--- src/hw/rtl/hmq_pkg.sv ---
// Shared types, constants and codes for the binary min-heap queue.
`default_nettype none

package hmq_pkg;

    // Heap geometry and field widths.
    localparam int HEAP_DEPTH   = 1024;
    localparam int KEY_BITS     = 48;
    localparam int PAYLOAD_BITS = 20;
    localparam int ADDR_BITS    = $clog2(HEAP_DEPTH);
    localparam int COUNT_BITS   = $clog2(HEAP_DEPTH + 1);
    localparam int ENTRY_BITS   = KEY_BITS + PAYLOAD_BITS;

    // Command codes carried in the input beat.
    localparam logic CMD_PUSH = 1'b0;
    localparam logic CMD_POP  = 1'b1;

    // Status codes reported with every result beat.
    typedef enum logic [1:0] {
        ST_OK    = 2'd0,
        ST_FULL  = 2'd1,
        ST_EMPTY = 2'd2
    } status_t;

    // One stored heap entry.
    typedef struct packed {
        logic [KEY_BITS-1:0]     key;
        logic [PAYLOAD_BITS-1:0] payload;
    } entry_t;

    // Input beat.
    typedef struct packed {
        logic                    cmd;
        logic [KEY_BITS-1:0]     key;
        logic [PAYLOAD_BITS-1:0] payload;
    } item_t;

    // Result beat.
    typedef struct packed {
        logic [KEY_BITS-1:0]     popped_key;
        logic [PAYLOAD_BITS-1:0] popped_payload;
        logic                    popped_valid;
        logic [COUNT_BITS-1:0]   entry_total;
        status_t                 status;
    } result_t;

    // Controller states.
    typedef enum logic [3:0] {
        S_IDLE,
        S_UP_READ,
        S_UP_CMP,
        S_POP_READ,
        S_POP_LOAD,
        S_DN_READ,
        S_DN_CMP,
        S_PLACE,
        S_FINISH
    } state_t;

    // Commands from the controller to the datapath.
    typedef struct packed {
        logic    accept;
        logic    load_push;
        logic    rd_pop;
        logic    rd_children;
        logic    pop_load;
        logic    move_up;
        logic    move_down;
        logic    place;
        logic    emit;
        status_t code;
    } ctrl_cmd_t;

    // Status from the datapath to the controller.
    typedef struct packed {
        logic full;
        logic empty;
        logic last;
        logic root;
        logic leaf;
        logic up_move;
        logic down_move;
    } dp_status_t;

endpackage

`default_nettype wire

--- src/hw/rtl/hmq_ctrl.sv ---
// Heap controller: sequences push sift-up and pop sift-down one level at a time.
`default_nettype none

module hmq_ctrl (
    input  wire logic                clk,
    input  wire logic                rst_n,
    input  wire logic                start,
    input  wire logic                cmd,
    input  wire hmq_pkg::dp_status_t stat,
    output hmq_pkg::ctrl_cmd_t       ctl,
    output logic                     busy
);

    import hmq_pkg::*;

    state_t  state_reg;
    state_t  state_next;
    status_t code_reg;
    status_t code_next;

    // State and status code registers.
    always_ff @(posedge clk or negedge rst_n)
    begin
        if (!rst_n)
        begin
            state_reg <= S_IDLE;
            code_reg  <= ST_OK;
        end
        else
        begin
            state_reg <= state_next;
            code_reg  <= code_next;
        end
    end

    // Next state and commands.
    always_comb
    begin
        state_next = state_reg;
        code_next  = code_reg;
        ctl        = '0;
        ctl.code   = code_reg;
        case (state_reg)
            S_IDLE:
            begin
                if (start)
                begin
                    ctl.accept = 1'b1;
                    code_next  = ST_OK;
                    if (cmd == CMD_PUSH)
                    begin
                        if (stat.full)
                        begin
                            code_next  = ST_FULL;
                            state_next = S_FINISH;
                        end
                        else
                        begin
                            ctl.load_push = 1'b1;
                            state_next    = S_UP_READ;
                        end
                    end
                    else if (stat.empty)
                    begin
                        code_next  = ST_EMPTY;
                        state_next = S_FINISH;
                    end
                    else
                    begin
                        state_next = S_POP_READ;
                    end
                end
            end
            S_UP_READ:
            begin
                // Parent address is presented by default.
                state_next = stat.root ? S_PLACE : S_UP_CMP;
            end
            S_UP_CMP:
            begin
                if (stat.up_move)
                begin
                    ctl.move_up = 1'b1;
                    state_next  = S_UP_READ;
                end
                else
                begin
                    state_next = S_PLACE;
                end
            end
            S_POP_READ:
            begin
                ctl.rd_pop = 1'b1;
                state_next = S_POP_LOAD;
            end
            S_POP_LOAD:
            begin
                ctl.pop_load = 1'b1;
                state_next   = stat.last ? S_FINISH : S_DN_READ;
            end
            S_DN_READ:
            begin
                if (stat.leaf)
                begin
                    state_next = S_PLACE;
                end
                else
                begin
                    ctl.rd_children = 1'b1;
                    state_next      = S_DN_CMP;
                end
            end
            S_DN_CMP:
            begin
                if (stat.down_move)
                begin
                    ctl.move_down = 1'b1;
                    state_next    = S_DN_READ;
                end
                else
                begin
                    state_next = S_PLACE;
                end
            end
            S_PLACE:
            begin
                ctl.place  = 1'b1;
                ctl.emit   = 1'b1;
                state_next = S_IDLE;
            end
            S_FINISH:
            begin
                ctl.emit   = 1'b1;
                state_next = S_IDLE;
            end
            default:
            begin
                state_next = S_IDLE;
            end
        endcase
    end

    assign busy = (state_reg != S_IDLE);

endmodule

`default_nettype wire

--- config.mk ---
export PLATFORM = sky130hd
export DESIGN_NAME = hmq_ctrl
export DESIGN_NICKNAME = d
export VERILOG_FILES = /design/src/hw/rtl/hmq_pkg.sv /design/src/hw/rtl/hmq_ctrl.sv
export SDC_FILE = /design/constraint.sdc
export NUM_CORES = 1
export LEC_CHECK = 0
export CAP_MARGIN = 20
export CORE_AREA = 2 2 39 41
export DETAILED_ROUTE_END_ITERATION = 10
export DIE_AREA = 0 0 41 43
export DONT_BUFFER_PORTS = 1
export PLACE_DENSITY = 0.51
export SYNTH_ARGS = -nofsm -noshare
export SYNTH_HDL_FRONTEND = slang
export SYNTH_SLANG_ARGS = --single-unit
--- constraint.sdc ---
create_clock -name clk -period 1.45 [get_ports clk]
set_input_delay 0.29 -clock clk [delete_from_list [all_inputs] [get_ports clk]]
set_output_delay 0.29 -clock clk [all_outputs]
set_load 0.02 [all_outputs]
Word level (Yosys, flattened, before mapping)
Index checks and enable logic that the tools add are counted.
{"block": "word_totals", "word_cells": 42, "output_inout_bits": 12, "reg_bits": 6, "inputBits": 11}
{"block": "op_classes", "mux": 27, "n_reduce_logical": 4, "n_eq_ne": 9}
{"operator": "$pmux W4 S7", "count": 1}
{"operator": "$mux W4", "count": 5}
{"operator": "$eq A4 B3 Y1 const B", "count": 4}
{"operator": "$mux W1", "count": 14}
{"operator": "$mux W2", "count": 5}
{"operator": "$eq A4 B2 Y1 const B", "count": 2}
{"operator": "$mux W3", "count": 2}
{"operator": "$eq A4 B1 Y1 const B", "count": 1}
{"operator": "$eq A4 B4 Y1 const B", "count": 1}
{"operator": "$logic_not A4 Y1", "count": 1}
{"operator": "$reduce_bool A4 Y1", "count": 1}
{"operator": "$ne A2 B2 Y1 const B", "count": 1}
{"operator": "$reduce_and A2 Y1", "count": 1}
{"operator": "$reduce_or A2 Y1", "count": 1}

Depth between registers and ports, before layout
{"block": "logic_depth", "word_depth": 4, "ltp_mapped": 4, "mapped_depth_nobuf": 3}

Worst setup path before layout
Ideal clock, no wire load.
{"block": "synth_path", "path_kind": "reg-to-output", "start": "register state_reg[3]", "end": "output port ctl[9] (netlist bit)", "setup_slack_ns": -0.244, "required_ns": 1.160, "path_buffers": 1, "path_stages_with_launch": 5, "arrival_time_ns": 1.404, "cell_sequence": "dfrtp_1 buf_6 nor4_4 nand2_1 nor3_1"}
{"item": "from (decl)", "line_no": "hmq_ctrl.sv:16", "source": "state_t state_reg;"}
{"item": "from (signal assigned)", "line_no": "hmq_ctrl.sv:31", "source": "state_reg <= state_next;"}
{"item": "to (decl)", "line_no": "hmq_ctrl.sv:10", "source": "output hmq_pkg::ctrl_cmd_t ctl,"}

==> summary.md <==
| Metric | Value |
|---|---|
| Crit path DAT | `around 1.4 ns` |
| H-tree Lvls | `1` |
| Routed WL | `1.405 mm` |
| Post-Place Setup Slack | `-0.002354 ns` |
| Filler instances | `131` |
| Clk_lat worst skew | `between 0.2 and 0.25 ns` |
| WS Path Type | `reg -> out` |
| Power per cell area | `2033 nW/um^2` |
| Largest net degree at the start of global routing | `10` |
| DR pass1 iterations | `4` |
| Post-synth top cells | `6 x dfrtp_1, 4 x a31oi_1, 4 x nor2_1, 4 x nor3_1` |
| Post-Syn Area | `between 400 and 500 um^2` |
| GRT Total Usage | `0.1741` |
| HP Class | `in -> reg` |
| Clock Path Buffers | `2` |
| Final Hold Fails | `0` |
| DRT iter0 DRCs | `9` |
| Clock root buffer | `clkbuf_4` |
| Syn Inst Count | `54` |
| Largest fanout on the critical path | `9` |
| Vias per cell | `approximately 5.4` |
| Area leader, netlist | `dfrtp_1` |
| Most numerous cell in the Yosys netlist | `dfrtp_1` |
| Vias | `approximately 510` |
| Worst Max-Slew Pin Slew | `between 0.3 and 0.4 ns` |
| Max Used Layer | `met4` |
| Largest register FFs | `4` |
| Die Width | `between 40 and 50 um` |
| Final worst clock skew | `between 0.0015 and 0.002 ns` |
| I/O pin cnt | `23` |
| Fmax | `~600 MHz` |
| Mapped Nets | `65` |
| First-pass GRT wire length | `2.104 mm` |
| RSZ-0062 raised after global routing | `true` |
| #FFs+latches synth | `6` |
| Detail Route Antenna Nets | `0` |
| Detail Placement HPWL | `~900 um` |
| Number of synthesized flops with an enable pin | `0` |
| Nets | `91` |
| Post-synthesis sequential area ratio | `0.3158` |
| Final hold slack | `between 0.2 and 0.25 ns` |
| Startpoint types | `flip-flop` |
| Worst slew margin | `0.7981` |
| Synth area leaders | `dfrtp_1 32%, a31oi_1 5.3%, mux2_2 4.7%, nor4_4 4.5%, nor3_1 4.2%` |
| CP Capture Type | `output pin` |
| Yosys warning total | `0` |
| Max Slew Vio Count | `0` |
| Max-cap viol count | `0` |
| Final design utilization | `0.6022` |
| DRC Markers | `0` |
| Setup violations, final | `14` |
| Synthesized area per cell | `between 8 and 9 um^2` |
| Antenna cells | `0` |
| Violated checks | `negative setup slack` |
| Clock transition at the registers of the reported paths | `~0.050 ns` |
| Row count | `14` |
| Initial antenna violation count | `0` |
| Crit-path cells | `buf_4 > buf_8 > nor2b_2 > nor3b_2 > buf_4` |
| Tmin final | `1.673 ns` |
| Port bufs | `0` |
| Avg WL per Cell | `14.95 um` |
| Status | `complete, but fails checks` |
| Final Total Pwr | `1.694 mW` |
| Leak pwr | `about 0.37 nW` |
| Max VDD drop | `between 1 and 1.5 mV` |
| # clock sinks | `6` |
| Gpl congestion | `between 0.8 and 0.9` |
| CP max stage delay | `between 0.4 and 0.5 ns` |
| Async set-reset flop share out of synthesis | `1.000` |
| Most common cell on crit path | `buf_4` |
| Top cell type's share of synthesized area | `0.3158` |
| Vias in the first global route | `between 400 and 500` |
| TritonCTS Buffers | `3` |
| Die H | `~43 um` |
| Synth-to-layout area growth | `75.26%` |
| Required time worst endpoint | `roughly 1.2 ns` |
| Met1 wire length | `between 500 and 600 um` |
| CP max stage cell | `dfrtp_2` |
| Core area | `about 1400 um^2` |
| Final WS setup | `-0.2234 ns` |
| Metal2 WL | `742 um` |
| Met3 WL | `just over 90 um` |
| Period utilization | `1.154` |
| Starting density of the core | `0.3436` |
| CTS tree | `done` |
| Total gr overflow | `0` |
| Synth cell types | `28` |
| Ys flop type | `dfrtp_1` |
| Layout cell share with drive strength beyond 1 | `0.6410` |
| Full die area | `1763 um^2` |
## cell type report
class | instances | area [um^2] | area share
clock buffers | 3 | 22.52 | 0.02703
inverters | 2 | 12.51 | 0.01502
multi-input cells | 42 | 404.1 | 0.4850
flip-flops and latches | 6 | 153.9 | 0.1847
well taps | 16 | 20.02 | 0.02402
repair buffers | 25 | 220.2 | 0.2643
## cell usage in the layout (no fill, tap or decap), drive strengths merged, types with 2 or more instances in the layout
| cell | netlist | final |
|---|---|---|
| nand2 | 3 | 3 |
| nor3b | 2 | 2 |
| and3b | 2 | 2 |
| buf | 4 | 24 |
| nor2 | 4 | 4 |
| clkbuf | 0 | 3 |
| nand2b | 2 | 2 |
| nor3 | 4 | 4 |
| mux2 | 2 | 2 |
| nand3b | 2 | 2 |
| a31oi | 4 | 4 |
| dfrtp | 6 | 6 |
| nor2b | 3 | 3 |
| inv | 2 | 2 |
## worst max-delay path: cells and delay by family, from the launching register on
family	cells	cell delay, ns
and+or+nand+nor	2	0.29
buffers and inverters	3	0.43
DFF	1	0.42
## kinds of logic (layout without fill, tap and decap cells)
| logic type | count (synthesis) | count (layout) | synth area share |
|---|---|---|---|
| buffers and inverters | 6 | 30 | 0.07105 |
| AOI/OAI and AO/OA | 11 | 11 | 0.1553 |
| DFF | 6 | 6 | 0.3158 |
| xor gates and xnor gates | 1 | 1 | 0.01842 |
| muxes | 2 | 2 | 0.04737 |
| and+or+nand+nor | 28 | 28 | 0.3921 |
## path summary, 6_finish.rpt
| check | to | depth (start not counted) | slack (ns) | from |
|---|---|---|---|---|
| max | ctl[7] | 5 | -0.22 | state_reg[0] |
| min | state_reg[1] | 2 | 0.23 | cmd |
| max reg2reg | state_reg[3] | 6 | -0.07 | state_reg[0] |
| min reg2reg | code_reg[1] | 1 | 0.67 | code_reg[1] |
| max in group asynchronous | state_reg[0] | 1 | 0.83 | rst_n |
| min in group asynchronous | state_reg[3] | 1 | 0.37 | rst_n |
## per-layer routing
metal / vias up / global-route usage
met5: - / 0
met1: 230 / 0.2145
met3: 6 / 0.04188
met2: 21 / 0.2750
li1: 251 / -
met4: 0 / 0.07333
## repair_timing
action / in CTS / in global routing
setup endpoints to repair: 10 / 15
cloned: 0 / 0
pin swaps: 3 / 7
gates resized for setup: 20 / 16
hold endpoints to repair: 6 / 0
hold buffers: 1 / 0
setup buffers: 6 / 2
## per-stage QoR
stage | setup TNS [ns] | area [um^2] | instances
final | -1.604 | 833.3 | 94
after global placement | -0.004325 | 616.8 | 84
after CTS | -1.202 | 743.2 | 92
after floorplan | -0.07781 | 488.0 | 54
after global routing | -2.530 | 833.3 | 94
after detailed placement | -0.002354 | 616.8 | 84
## report_power, final
group / switching, mW / internal (mW) / total, mW / leakage, nW
Sequential: 0.107 / 0.239 / 0.346 / 0.0738
Clock: 0.0610 / 0.0937 / 0.155 / 0.0138
Combinational: 0.572 / 0.622 / 1.19 / 0.286
Note: power is estimated with default switching activity, not from simulation.
